File: src/sv/m4a_pkg.sv
// Shared types, opcodes and arithmetic helpers of the 4x4 fixed-point matrix unit.
// Depends on nothing; used by every module of the block.
`default_nettype none
package m4a_pkg;

   typedef logic signed [31:0] word_type;
   typedef word_type [3:0] row_type;
   typedef row_type [3:0] mat_type;

   typedef enum logic [2:0] {
      OP_LOAD_A = 3'd0,
      OP_LOAD_B = 3'd1,
      OP_ADD    = 3'd2,
      OP_SUB    = 3'd3,
      OP_SCALE  = 3'd4,
      OP_MUL    = 3'd5,
      OP_TRANS  = 3'd6,
      OP_DET    = 3'd7
   } op_type;

   typedef enum logic [1:0] {
      LANE_MUL  = 2'd0,
      LANE_ADD  = 2'd1,
      LANE_SUB  = 2'd2,
      LANE_PASS = 2'd3
   } lane_op_type;

   typedef struct packed {
      logic [2:0] opcode;
      logic [1:0] row_index;
      word_type   elem_0;
      word_type   elem_1;
      word_type   elem_2;
      word_type   elem_3;
   } req_type;

   typedef struct packed {
      logic [1:0] out_row;
      word_type   res_0;
      word_type   res_1;
      word_type   res_2;
      word_type   res_3;
      logic       is_scalar;
      logic       last;
   } rsp_type;

   // Control handed from the sequencer to the merge stage
   typedef struct packed {
      logic       vld;
      op_type     op;
      logic [3:0] step;
   } mrg_ctl_type;

   // Operand source codes: 0..15 entries of A, then minors, then cofactors
   localparam logic [4:0] SRC_MNR_BASE = 5'd16;
   localparam logic [4:0] SRC_COF_BASE = 5'd22;
   localparam int         SRC_COUNT    = 32;

   // Determinant schedule: minors, cofactors, one idle step, total
   localparam logic [3:0] DSTEP_MNR_LAST  = 4'd2;
   localparam logic [3:0] DSTEP_COF_FIRST = 4'd3;
   localparam logic [3:0] DSTEP_COF_LAST  = 4'd6;
   localparam logic [3:0] DSTEP_TOTAL     = 4'd8;

   localparam logic [4:0] LAST_STEP_ROW = 5'd3;
   localparam logic [4:0] LAST_STEP_MUL = 5'd15;
   localparam logic [4:0] LAST_STEP_DET = 5'd8;

   function automatic word_type sat_add(input word_type a, input word_type b,
                                        input logic sub);
      logic signed [32:0] s;
      s = sub ? (33'(a) - 33'(b)) : (33'(a) + 33'(b));
      if (s[32] != s[31]) begin
         return s[32] ? word_type'(32'sh8000_0000) : word_type'(32'sh7FFF_FFFF);
      end
      return s[31:0];
   endfunction

   // Operand pair {x, y} of each lane at each determinant step
   function automatic logic [9:0] det_src(input logic [3:0] step, input logic [1:0] lane);
      logic [9:0] r;
      unique case ({step, lane})
         {4'd0, 2'd0}: r = {5'd10, 5'd15};
         {4'd0, 2'd1}: r = {5'd11, 5'd14};
         {4'd0, 2'd2}: r = {5'd9,  5'd15};
         {4'd0, 2'd3}: r = {5'd11, 5'd13};
         {4'd1, 2'd0}: r = {5'd9,  5'd14};
         {4'd1, 2'd1}: r = {5'd10, 5'd13};
         {4'd1, 2'd2}: r = {5'd8,  5'd15};
         {4'd1, 2'd3}: r = {5'd11, 5'd12};
         {4'd2, 2'd0}: r = {5'd8,  5'd14};
         {4'd2, 2'd1}: r = {5'd10, 5'd12};
         {4'd2, 2'd2}: r = {5'd8,  5'd13};
         {4'd2, 2'd3}: r = {5'd9,  5'd12};
         {4'd3, 2'd0}: r = {5'd5,  SRC_MNR_BASE + 5'd0};
         {4'd3, 2'd1}: r = {5'd6,  SRC_MNR_BASE + 5'd1};
         {4'd3, 2'd2}: r = {5'd7,  SRC_MNR_BASE + 5'd2};
         {4'd4, 2'd0}: r = {5'd4,  SRC_MNR_BASE + 5'd0};
         {4'd4, 2'd1}: r = {5'd6,  SRC_MNR_BASE + 5'd3};
         {4'd4, 2'd2}: r = {5'd7,  SRC_MNR_BASE + 5'd4};
         {4'd5, 2'd0}: r = {5'd4,  SRC_MNR_BASE + 5'd1};
         {4'd5, 2'd1}: r = {5'd5,  SRC_MNR_BASE + 5'd3};
         {4'd5, 2'd2}: r = {5'd7,  SRC_MNR_BASE + 5'd5};
         {4'd6, 2'd0}: r = {5'd4,  SRC_MNR_BASE + 5'd2};
         {4'd6, 2'd1}: r = {5'd5,  SRC_MNR_BASE + 5'd4};
         {4'd6, 2'd2}: r = {5'd6,  SRC_MNR_BASE + 5'd5};
         {4'd8, 2'd0}: r = {5'd0,  SRC_COF_BASE + 5'd0};
         {4'd8, 2'd1}: r = {5'd1,  SRC_COF_BASE + 5'd1};
         {4'd8, 2'd2}: r = {5'd2,  SRC_COF_BASE + 5'd2};
         {4'd8, 2'd3}: r = {5'd3,  SRC_COF_BASE + 5'd3};
         default:      r = 10'd0;
      endcase
      return r;
   endfunction

endpackage
`default_nettype wire

File: src/sv/m4a_merge.sv
// Merge stage: combines the four lane results into matrix rows, elements,
// minors, cofactors and the determinant. Depends on m4a_pkg.
`default_nettype none
module m4a_merge
   import m4a_pkg::*;
(
   input  wire logic  clock,
   input  mrg_ctl_type ctl,
   input  word_type   p [4],
   output mat_type    nm,
   output word_type   mnr [6],
   output word_type   cof [4],
   output word_type   det
);

   mat_type  nm_ff;
   word_type mnr_ff [6];
   word_type cof_ff [4];
   word_type det_ff;
   word_type tree_lo;
   word_type tree_hi;
   word_type tree;
   word_type diff_lo;
   word_type diff_hi;
   word_type cof3;
   word_type total;

   always_comb begin
      tree_lo = sat_add(p[0], p[1], 1'b0);
      tree_hi = sat_add(p[2], p[3], 1'b0);
      tree    = sat_add(tree_lo, tree_hi, 1'b0);
      diff_lo = sat_add(p[0], p[1], 1'b1);
      diff_hi = sat_add(p[2], p[3], 1'b1);
      cof3    = sat_add(diff_lo, p[2], 1'b0);
      total   = sat_add(cof3, p[3], 1'b1);
   end

   always_ff @(posedge clock) begin
      if (ctl.vld) begin
         unique case (ctl.op)
            OP_MUL: begin
               nm_ff[ctl.step[3:2]][ctl.step[1:0]] <= tree;
            end
            OP_DET: begin
               if (ctl.step <= DSTEP_MNR_LAST) begin
                  mnr_ff[3'({ctl.step[1:0], 1'b0})] <= diff_lo;
                  mnr_ff[3'({ctl.step[1:0], 1'b1})] <= diff_hi;
               end else if (ctl.step <= DSTEP_COF_LAST) begin
                  cof_ff[2'(ctl.step - DSTEP_COF_FIRST)] <= cof3;
               end else if (ctl.step == DSTEP_TOTAL) begin
                  det_ff <= total;
               end
            end
            default: begin
               nm_ff[ctl.step[1:0]] <= {p[3], p[2], p[1], p[0]};
            end
         endcase
      end
   end

   assign nm  = nm_ff;
   assign mnr = mnr_ff;
   assign cof = cof_ff;
   assign det = det_ff;

endmodule
`default_nettype wire

File: config.mk
export PLATFORM = sky130hd
export DESIGN_NAME = m4a_merge
export DESIGN_NICKNAME = d
export VERILOG_FILES = /design/src/sv/m4a_pkg.sv /design/src/sv/m4a_merge.sv
export SDC_FILE = /design/constraint.sdc
export NUM_CORES = 2
export LEC_CHECK = 0
export BUFFER_PORTS_ARGS = -buffer_cell sky130_fd_sc_hd__buf_2
export CAP_MARGIN = 40
export CORE_AREA = 2 2 394 396
export DETAILED_ROUTE_END_ITERATION = 6
export DIE_AREA = 0 0 396 398
export PLACE_DENSITY = 0.51
export SETUP_SLACK_MARGIN = 0.4
export SYNTH_ARGS = -nofsm -noshare
export SYNTH_HDL_FRONTEND = slang
export SYNTH_SLANG_ARGS = --single-unit
File: constraint.sdc
create_clock -name clock -period 9.5 [get_ports clock]
set_clock_uncertainty 0.2 [all_clocks]
set_input_delay 0.95 -clock clock [delete_from_list [all_inputs] [get_ports clock]]
set_output_delay 0.95 -clock clock [all_outputs]
set_load 0.05 [all_outputs]
==> results by group <==
Run status
  • Run status: complete, no violations

GRT
  • Largest net degree at the start of global routing: 128
  • Global Route met2 Usage: 46.0%
  • Initial antenna violation count: 24
  • GRT Total Usage: 28.1%
  • GRT busiest layer: met2
  • First-pass GRT wire length: 309 mm
  • GR met1 Demand/Resource: 35.9%
  • Met3 Usage GRT: 6.44%
  • Gr ovfl total: 0
  • Vias in the first global route: 38461

STA
  • Sum of negative setup slack: 0 ns
  • Slew headroom: 22.5%
  • Setup repair after global routing missed its margin: yes
  • Final period demand of the worst path: 9.48 ns
  • Slew Limit Fails: 0
  • Min Hold Slack: 0.365 ns
  • Worst Tran Pin Value: 1.16 ns
  • Setup violators final: 0
  • Hold Violations, Final: 0
  • Fmax: 0.105 GHz
  • Period utilization: 99.8%

Logic synthesis
  • Register area share after synthesis: 57.8%
  • Post-synth EDFFs: 864
  • FF+latch count, synth: 864
  • Async SR Flop Fraction: 0%
  • Synth area leaders: edfxtp_1 58%, ha_1 6.3%, o21ai_0 4.2%
  • Distinct cell type count after synthesis: 103
  • Synthesized instance count: 3985
  • Top_reg_cell synth: edfxtp_1
  • Top-count cell post-synth: edfxtp_1
  • Yosys warnings: 0
  • Synth area leader: edfxtp_1
  • Syn Area/Cell: 11.3 µm²
  • Post-Syn Area: 44900 µm²
  • Syn Nets: 4356
  • Synth top area share: 57.8%
  • Post-synth top cells: 864 x edfxtp_1, 453 x nand2_1, 374 x o21ai_0, 278 x nor2_1, 267 x a21oi_1

Clocking
  • CTS sink count: 864
  • Hold_buf cts: 0
  • CTS Root Cell: clkbuf_16
  • Clock H-tree levels: 3
  • CTS tree: yes
  • Number of buffers created by CTS: 95
  • Clock-pin slew on the worst setup and hold paths: 0.06 ns
  • Longest Clk Path Bufs: 3

Detailed routing
  • Routed vias/inst: 5.23
  • DRT Pass-1 Iters: 5
  • Iter 0 DRT Violations: 3473
  • Post-Route WL: 231 mm
  • Post-DR wirelength/cell: 30.4 µm
  • Total vias in the final route: 39751
  • Number of routed nets with antenna violations: 0
  • # DRC: 0

Die
  • DIE AREA: 158000 µm²
  • Initial Utilization: 29.3%
  • Cell Rows: 144
  • Boundary Pins: 1001
  • Die height: 398 µm
  • Core box area: 153000 µm²
  • Die X-Extent: 396 µm

Layout
  • Nets: 5839
  • Ratio of cells with drive above 1 in the final layout: 36.1%
  • Utilization after layout: 39.7%
  • Area grow syn2layout: 35.6%

Critical path
  • Worst setup EP type: flip-flop
  • Worst path arrival time: 9.73 ns
  • CP peak stage delay: 0.40 ns
  • Slowest cell on the critical path: or4_4
  • CP Class: in2reg
  • Req. time, crit path: 9.75 ns
  • Crit-path max FO: 8
  • Startpoint Class: input port

Pwr
  • Clk pwr share: 20.8%
  • Sequential power share: 26.4%
  • Switching share of power: 42.4%
  • Combinational share of power: 52.8%
  • Psw: 7.58 mW
  • Leak: 22.8 nW
  • Power Dens Cells: 294 nW/µm²
  • Int Power: 10.3 mW
  • Peak VDD IR: 0.000213 V

Hold path
  • Worst hold path type: in2reg

Placement
  • I/O Buffers: 1000
  • Gpl congestion: 0.920
  • Dpl hpwl: 179 mm

Run
  • Max-Cap Viols: 0
[layer usage]
metal	part of all wire, %	vias up	wire (µm)
li1	-	17745	-
met1	41	19830	95100
met2	47	1841	108000
met3	8.0	335	18500
met4	4.2	0	9590
met5	0	-	0
[final timing paths]
check	start	slack (ns)	cells past startpoint	endpoint
min	p[91]	0.37	3	nm[187]$_DFFE_PP_
max	p[65]	0.02	46	det[20]$_DFFE_PP_
[state kept, by name, summed over array words and instances (netlist names)]
register,cells
cof,128
det,32
mnr,192
nm,512
[placed cells by master, fill, tap and decap left out, types with 40 or more instances in the layout]
| cell | n |
|---|---|
| nand2_1 | 449 |
| buf_4 | 559 |
| o21ai_1 | 159 |
| a22o_1 | 50 |
| o22ai_1 | 117 |
| o21bai_1 | 47 |
| xnor2_1 | 126 |
| xor2_1 | 47 |
| o21ai_0 | 323 |
| a21o_1 | 70 |
| ha_1 | 212 |
| a21oi_1 | 234 |
| inv_1 | 154 |
| nor2_1 | 257 |
| edfxtp_1 | 864 |
| o21ai_2 | 45 |
| nor3_1 | 40 |
| buf_2 | 999 |
| clkbuf_16 | 98 |
[worst max-delay path: cells and delay by family]
family | cells | cell delay [ns]
buf+inv | 9 | 1.29
xor+xnor | 1 | 0.28
fa+ha+maj | 4 | 1.32
simple gates | 9 | 1.62
compound gates | 23 | 4.24
[cell families (layout without fill, tap and decap cells)]
kind of cell	Yosys count	in the layout	synth area share (%)
compound gates	1304	1304	18.0
xor+xnor	174	174	3.40
fa+ha+maj	243	243	6.85
buf+inv	393	1956	3.69
flops	864	864	57.8
mux	4	4	0.0948
other cells	0	9	0
simple gates	1003	1003	10.1
[layout make-up]
class	instances	area, µm²
fill	15051	92500
sequential	864	25900
multi-input combinational	2728	18300
timing repair buffer	1618	10300
tap	2044	2560
clock buffer	108	2430
clock inverter	69	642
inverter	161	617
antenna	9	22.5
[through the flow]
| step | instance area, µm² | setup WS (ns) | total power, mW | std cells |
|---|---|---|---|---|
| final | 60800 | 0.0161 | 17.9 | 7601 |
| after global routing | 60800 | -0.341 | 18.7 | 7594 |
| after CTS | 60000 | 0.159 | 17.3 | 7561 |
| after detailed placement | 56800 | -1.00 | 13.5 | 7376 |
| after global placement | 56500 | -0.837 | 13.5 | 7363 |
| after floorplan | 45100 | -0.0904 | 9.22 | 3985 |
[power groups by stage]
stage / Combinational (mW) / Sequential, mW / Clock, mW
finish: 9.45 / 4.72 / 3.72
CTS: 8.82 / 4.72 / 3.77
global route: 10.1 / 4.73 / 3.90
floorplan: 4.03 / 5.19 / 0
detailed placement: 8.71 / 4.80 / 0
global placement: 8.69 / 4.80 / 0
[what timing repair did]
action                                  in CTS  in global routing
endpoints found under the setup margin      32                 32
gates cloned                                 1                  4
resized for setup                           24                148
pin swaps                                   31                 69
hold endpoints to repair                     0                  0
setup buffers                                7                 27
No activity file was read; power rests on OpenSTA's default activity.
