**src/sv/m4a_pkg.sv**
```systemverilog
// Shared types, opcodes and arithmetic helpers of the 4x4 fixed-point matrix unit.
// Depends on nothing; used by every module of the block.
`default_nettype none
package m4a_pkg;

   typedef logic signed [31:0] word_type;
   typedef word_type [3:0] row_type;
   typedef row_type [3:0] mat_type;

   typedef enum logic [2:0] {
      OP_LOAD_A = 3'd0,
      OP_LOAD_B = 3'd1,
      OP_ADD    = 3'd2,
      OP_SUB    = 3'd3,
      OP_SCALE  = 3'd4,
      OP_MUL    = 3'd5,
      OP_TRANS  = 3'd6,
      OP_DET    = 3'd7
   } op_type;

   typedef enum logic [1:0] {
      LANE_MUL  = 2'd0,
      LANE_ADD  = 2'd1,
      LANE_SUB  = 2'd2,
      LANE_PASS = 2'd3
   } lane_op_type;

   typedef struct packed {
      logic [2:0] opcode;
      logic [1:0] row_index;
      word_type   elem_0;
      word_type   elem_1;
      word_type   elem_2;
      word_type   elem_3;
   } req_type;

   typedef struct packed {
      logic [1:0] out_row;
      word_type   res_0;
      word_type   res_1;
      word_type   res_2;
      word_type   res_3;
      logic       is_scalar;
      logic       last;
   } rsp_type;

   // Control handed from the sequencer to the merge stage
   typedef struct packed {
      logic       vld;
      op_type     op;
      logic [3:0] step;
   } mrg_ctl_type;

   // Operand source codes: 0..15 entries of A, then minors, then cofactors
   localparam logic [4:0] SRC_MNR_BASE = 5'd16;
   localparam logic [4:0] SRC_COF_BASE = 5'd22;
   localparam int         SRC_COUNT    = 32;

   // Determinant schedule: minors, cofactors, one idle step, total
   localparam logic [3:0] DSTEP_MNR_LAST  = 4'd2;
   localparam logic [3:0] DSTEP_COF_FIRST = 4'd3;
   localparam logic [3:0] DSTEP_COF_LAST  = 4'd6;
   localparam logic [3:0] DSTEP_TOTAL     = 4'd8;

   localparam logic [4:0] LAST_STEP_ROW = 5'd3;
   localparam logic [4:0] LAST_STEP_MUL = 5'd15;
   localparam logic [4:0] LAST_STEP_DET = 5'd8;

   function automatic word_type sat_add(input word_type a, input word_type b,
                                        input logic sub);
      logic signed [32:0] s;
      s = sub ? (33'(a) - 33'(b)) : (33'(a) + 33'(b));
      if (s[32] != s[31]) begin
         return s[32] ? word_type'(32'sh8000_0000) : word_type'(32'sh7FFF_FFFF);
      end
      return s[31:0];
   endfunction

   // Operand pair {x, y} of each lane at each determinant step
   function automatic logic [9:0] det_src(input logic [3:0] step, input logic [1:0] lane);
      logic [9:0] r;
      unique case ({step, lane})
         {4'd0, 2'd0}: r = {5'd10, 5'd15};
         {4'd0, 2'd1}: r = {5'd11, 5'd14};
         {4'd0, 2'd2}: r = {5'd9,  5'd15};
         {4'd0, 2'd3}: r = {5'd11, 5'd13};
         {4'd1, 2'd0}: r = {5'd9,  5'd14};
         {4'd1, 2'd1}: r = {5'd10, 5'd13};
         {4'd1, 2'd2}: r = {5'd8,  5'd15};
         {4'd1, 2'd3}: r = {5'd11, 5'd12};
         {4'd2, 2'd0}: r = {5'd8,  5'd14};
         {4'd2, 2'd1}: r = {5'd10, 5'd12};
         {4'd2, 2'd2}: r = {5'd8,  5'd13};
         {4'd2, 2'd3}: r = {5'd9,  5'd12};
         {4'd3, 2'd0}: r = {5'd5,  SRC_MNR_BASE + 5'd0};
         {4'd3, 2'd1}: r = {5'd6,  SRC_MNR_BASE + 5'd1};
         {4'd3, 2'd2}: r = {5'd7,  SRC_MNR_BASE + 5'd2};
         {4'd4, 2'd0}: r = {5'd4,  SRC_MNR_BASE + 5'd0};
         {4'd4, 2'd1}: r = {5'd6,  SRC_MNR_BASE + 5'd3};
         {4'd4, 2'd2}: r = {5'd7,  SRC_MNR_BASE + 5'd4};
         {4'd5, 2'd0}: r = {5'd4,  SRC_MNR_BASE + 5'd1};
         {4'd5, 2'd1}: r = {5'd5,  SRC_MNR_BASE + 5'd3};
         {4'd5, 2'd2}: r = {5'd7,  SRC_MNR_BASE + 5'd5};
         {4'd6, 2'd0}: r = {5'd4,  SRC_MNR_BASE + 5'd2};
         {4'd6, 2'd1}: r = {5'd5,  SRC_MNR_BASE + 5'd4};
         {4'd6, 2'd2}: r = {5'd6,  SRC_MNR_BASE + 5'd5};
         {4'd8, 2'd0}: r = {5'd0,  SRC_COF_BASE + 5'd0};
         {4'd8, 2'd1}: r = {5'd1,  SRC_COF_BASE + 5'd1};
         {4'd8, 2'd2}: r = {5'd2,  SRC_COF_BASE + 5'd2};
         {4'd8, 2'd3}: r = {5'd3,  SRC_COF_BASE + 5'd3};
         default:      r = 10'd0;
      endcase
      return r;
   endfunction

endpackage
`default_nettype wire

```
**src/sv/m4a_lane.sv**
```systemverilog
// One arithmetic lane: saturating fixed-point multiply, add, subtract or pass.
// Depends on m4a_pkg.
`default_nettype none
module m4a_lane
   import m4a_pkg::*;
#(
   parameter int FRAC_BITS = 16
) (
   input  wire logic        clock,
   input  lane_op_type      kind,
   input  word_type         x,
   input  word_type         y,
   output word_type         res
);

   localparam logic signed [63:0] MAX_V = 64'sd2147483647;
   localparam logic signed [63:0] MIN_V = -64'sd2147483648;

   logic signed [63:0] prod;
   logic signed [63:0] shr;
   word_type           mul_sat;
   word_type           res_in;
   word_type           res_ff;

   always_comb begin
      prod = 64'(x) * 64'(y);
      shr  = prod >>> FRAC_BITS;
      if (shr > MAX_V) begin
         mul_sat = word_type'(32'sh7FFF_FFFF);
      end else if (shr < MIN_V) begin
         mul_sat = word_type'(32'sh8000_0000);
      end else begin
         mul_sat = shr[31:0];
      end
      unique case (kind)
         LANE_MUL:  res_in = mul_sat;
         LANE_ADD:  res_in = sat_add(x, y, 1'b0);
         LANE_SUB:  res_in = sat_add(x, y, 1'b1);
         LANE_PASS: res_in = x;
         default:   res_in = x;
      endcase
   end

   always_ff @(posedge clock) begin
      res_ff <= res_in;
   end

   assign res = res_ff;

endmodule
`default_nettype wire

```
**config.mk**
```make
export PLATFORM = sky130hd
export DESIGN_NAME = m4a_lane
export DESIGN_NICKNAME = d
export VERILOG_FILES = /design/src/sv/m4a_pkg.sv /design/src/sv/m4a_lane.sv
export SDC_FILE = /design/constraint.sdc
export NUM_CORES = 2
export LEC_CHECK = 0
export BUFFER_PORTS_ARGS = -buffer_cell sky130_fd_sc_hd__buf_2
export CORE_ASPECT_RATIO = 0.6
export CORE_UTILIZATION = 35
export DETAILED_ROUTE_END_ITERATION = 8
export PLACE_DENSITY = 0.61
export SKIP_CTS_REPAIR_TIMING = 1
export SLEW_MARGIN = 20
export SYNTH_ARGS = -nofsm -noshare
export SYNTH_HDL_FRONTEND = slang
export SYNTH_SLANG_ARGS = --single-unit
export TNS_END_PERCENT = 100
```
**constraint.sdc**
```tcl
create_clock -name clock -period 10.67 [get_ports clock]
set_input_delay 2.134 -clock clock [delete_from_list [all_inputs] [get_ports clock]]
set_output_delay 2.134 -clock clock [all_outputs]
set_load 0.01 [all_outputs]
```
==> tab_implementation.tex <==
\begin{tabular}{lr}
\hline
Metric & Value \\
\hline
\multicolumn{2}{l}{\textbf{Detailed routing}} \\
Number of remaining DRC errors & 0 \\
Detailed-route wire length per cell & 23.63 microns \\
Detailed Route WL & 152200 microns \\
Count of vias placed by the detailed router & 33930 \\
Vias per std cell & 5.266 \\
Remaining antenna violation count after routing & 0 \\
Detailed-routed wire length on met2 & 54480 microns \\
First-pass detailed-route iteration total & 6 \\
Routed met3 length & 24060 microns \\
Wire length the detailed router placed on met1 & 72370 microns \\
Top layer used by detailed routing & met5 \\
First DRT Iteration DRCs & 3599 \\
\multicolumn{2}{l}{\textbf{Critical path}} \\
Critical-path maximum fanout & 31 \\
Critical path's largest stage delay & 0.59 ns \\
Number of buffers and inverters on the critical path & 9 \\
Slowest cell on the critical path & sky130\_fd\_sc\_hd\_\_fa\_1 \\
Critical path launch point type & primary input \\
Crit Path Category & primary input to flop \\
Cell family with most CP delay & adder cells \\
Data arrival time of the worst path & 10.52 ns \\
Most used cell, CP & sky130\_fd\_sc\_hd\_\_fa\_1 \\
Sort of element at the end of the critical path & flop \\
Critical path data required time & 10.80 ns \\
\multicolumn{2}{l}{\textbf{Placed design}} \\
Number of buffers added on ports & 98 \\
RD Place Congestion & 0.9906 \\
Estimated wirelength of the detail-placed design & 130200 microns \\
\multicolumn{2}{l}{\textbf{Layout}} \\
Number of flip-flops under the largest register name & 32 \\
Fraction of layout instances using a drive strength above 1 & 9.490\% \\
Final nets & 6252 \\
Fill cell count & 11880 \\
Synthesis-to-finish area growth & 10.54\% \\
\multicolumn{2}{l}{\textbf{GRT}} \\
Initial antenna violation count & 7 \\
Wire length of the first global-routing pass & 231500 microns \\
Total gr overflow & 0 \\
Maximum number of pins on one net before global-route repair & 35 \\
Vias in the first global route & 35130 \\
Overall fraction of global-route tracks in use & 25.43\% \\
\multicolumn{2}{l}{\textbf{Yosys}} \\
Share of Yosys cell area claimed by the top area cell type & 51.78\% \\
Library cell occupying the most area in the post-synthesis netlist & sky130\_fd\_sc\_hd\_\_fa\_1 \\
Post-synthesis cell type count & 92 \\
Number of synthesized flops with an enable pin & 0 \\
Async S/R FF share, synth & 0\% \\
Post-Syn Nets & 6107 \\
Cell area after synthesis & 0.04187 sq mm \\
Top post-synthesis cells by area & sky130\_fd\_sc\_hd\_\_fa\_1 (52\%), sky130\_fd\_sc\_hd\_\_inv\_1 (8.9\%), sky130\_fd\_sc\_hd\_\_ha\_1 (7.3\%) \\
Dominant cell by count in the synthesized netlist & sky130\_fd\_sc\_hd\_\_fa\_1 \\
Mean instance size in the synthesized netlist & 8.885 sq um \\
Count of yosys warnings during synthesis & 0 \\
Cells after synthesis & 4712 \\
Top cell types by occurrence after synthesis & sky130\_fd\_sc\_hd\_\_fa\_1 (1083), sky130\_fd\_sc\_hd\_\_inv\_1 (998), sky130\_fd\_sc\_hd\_\_nand2\_1 (600) \\
Sequential area share after synthesis & 1.530\% \\
Number of storage elements in the synthesis netlist & 32 \\
Synth Flop Type & sky130\_fd\_sc\_hd\_\_dfxtp\_1 \\
\multicolumn{2}{l}{\textbf{Timing}} \\
Measured slew at the worst slew-check pin & 1.004 ns \\
Final Hold Vio Count & 0 \\
Final min period & 10.38 ns \\
Total of endpoints with negative setup slack in the final report & 0 \\
Tcrit/Tclk final & 97.31\% \\
Maximum clock frequency & 96.31 MHz \\
Slew Viols, Final & 0 \\
Setup repair after global routing missed its margin & no \\
Final hold slack & 2.342 ns \\
Rel. slew slack & 32.35\% \\
\multicolumn{2}{l}{\textbf{Clock tree}} \\
Clock Tree Root & sky130\_fd\_sc\_hd\_\_clkbuf\_16 \\
CTS HTree Levels & 2 \\
CTS tree & built \\
Maximum buffer depth of the clock tree & 2 \\
Register clock-pin slew on the reported worst setup and hold paths & 0.06 ns \\
Cts bufs inserted & 5 \\
Sink Count & 32 \\
\multicolumn{2}{l}{\textbf{Die}} \\
Effective utilization at floorplan & 35.60\% \\
Number of placed I/O pins & 99 \\
Standard-cell row count & 97 \\
Die Outline Area & 0.1211 sq mm \\
Placeable core region & 0.1176 sq mm \\
DIE HEIGHT & 269.9 microns \\
Horizontal die dimension & 448.5 microns \\
\multicolumn{2}{l}{\textbf{Worst hold path}} \\
Number of stages on the worst hold path & 3 \\
HP Class & primary input to flop \\
Startpoint of the lowest-slack hold path & kind[0] \\
Endpoint with the worst hold slack & res[22] \\
\multicolumn{2}{l}{\textbf{Job}} \\
Max-Cap Viols & 0 \\
\multicolumn{2}{l}{\textbf{Outcome}} \\
Outcome & complete, no violations \\
\hline
\end{tabular}
cells in the final DEF, fill, tap and decap left out, types with 7 or more instances in the layout:
| cell type | instances |
|---|---|
| sky130_fd_sc_hd__o22ai_1 | 13 |
| sky130_fd_sc_hd__nor2b_1 | 9 |
| sky130_fd_sc_hd__nand2_1 | 600 |
| sky130_fd_sc_hd__buf_12 | 39 |
| sky130_fd_sc_hd__o21ai_1 | 9 |
| sky130_fd_sc_hd__o21ai_0 | 66 |
| sky130_fd_sc_hd__nand2b_1 | 34 |
| sky130_fd_sc_hd__fa_1 | 1082 |
| sky130_fd_sc_hd__buf_2 | 92 |
| sky130_fd_sc_hd__buf_4 | 269 |
| sky130_fd_sc_hd__and2_1 | 469 |
| sky130_fd_sc_hd__xnor2_1 | 79 |
| sky130_fd_sc_hd__ha_1 | 244 |
| sky130_fd_sc_hd__nor2_1 | 159 |
| sky130_fd_sc_hd__a21oi_1 | 182 |
| sky130_fd_sc_hd__dfxtp_1 | 32 |
| sky130_fd_sc_hd__nand4_1 | 35 |
| sky130_fd_sc_hd__a32oi_1 | 9 |
| sky130_fd_sc_hd__a211o_1 | 7 |
| sky130_fd_sc_hd__nor3_1 | 27 |
| sky130_fd_sc_hd__a221oi_1 | 13 |
| sky130_fd_sc_hd__a21boi_0 | 7 |
| sky130_fd_sc_hd__o21a_1 | 11 |
| sky130_fd_sc_hd__or3_1 | 7 |
| sky130_fd_sc_hd__o211ai_1 | 21 |
| sky130_fd_sc_hd__o31ai_1 | 13 |
| sky130_fd_sc_hd__a31oi_1 | 22 |
| sky130_fd_sc_hd__nor4_1 | 13 |
| sky130_fd_sc_hd__a211oi_1 | 20 |
| sky130_fd_sc_hd__o21bai_1 | 21 |
| sky130_fd_sc_hd__a21o_1 | 45 |
| sky130_fd_sc_hd__nand3_1 | 38 |
| sky130_fd_sc_hd__inv_1 | 997 |
| sky130_fd_sc_hd__xor2_1 | 30 |
| sky130_fd_sc_hd__and3_1 | 11 |
cells by family (layout without fill, tap and decap cells):
family / Yosys count / after routing / share of synthesized area, %
and+or+nand+nor: 1439 / 1439 / 16.93
adders and majority gates: 1329 / 1329 / 59.13
buffers and inverters: 1270 / 1416 / 11.57
AOI/OAI and AO/OA: 530 / 530 / 8.481
xor gates and xnor gates: 109 / 109 / 2.280
DFF: 32 / 32 / 1.530
muxes: 3 / 3 / 0.07471
other: 0 / 1 / 0
cell type report:
class	count	area, sq um	share of cell area (%)
inverter	1001	3761	8.127
timing repair buffer	407	3317	7.167
clock inverter	3	18.77	0.04055
multi-input combinational	3410	36430	78.72
antenna	1	2.502	0.005407
sequential	32	640.6	1.384
clock buffer	5	125.1	0.2704
tap	1584	1982	4.282
worst max path at each step:
| stage | startpoint | endpoint | slack, ns | cells after the start |
|---|---|---|---|---|
| finish | y[11] | res[14] | 0.29 | 29 |
| global route | x[31] | res[11] | 0.007 | 28 |
| CTS | y[11] | res[14] | 0.22 | 28 |
| detailed placement | y[11] | res[14] | -0.03 | 28 |
| global placement | x[9] | res[17] | -0.07 | 30 |
| floorplan | x[31] | res[10] | 0.04 | 29 |
per-stage QoR:
step / utilization (%) / setup TNS, ns / cells / setup slack [ns] / area [sq um]
after global placement: 39.19 / -1.495 / 6434 / -0.06979 / 46080
final: 39.35 / 0 / 6443 / 0.2867 / 46280
after detailed placement: 39.19 / -0.1700 / 6434 / -0.03420 / 46080
after floorplan: - / 0 / 4712 / 0.04467 / 41870
after global routing: 39.35 / 0 / 6442 / 0.006629 / 46280
after CTS: 39.31 / 0 / 6442 / 0.2194 / 46230
per-layer routing:
| metal | track usage (%) | vias to the layer above |
|---|---|---|
| met5 | 0 | - |
| met4 | 2.217 | 2 |
| met3 | 10.74 | 88 |
| met2 | 31.73 | 1963 |
| met1 | 40.58 | 17410 |
| li1 | - | 14460 |
Power is not shown: default switching activity piles up to over one toggle a cycle in this logic, so the estimate is an artifact.
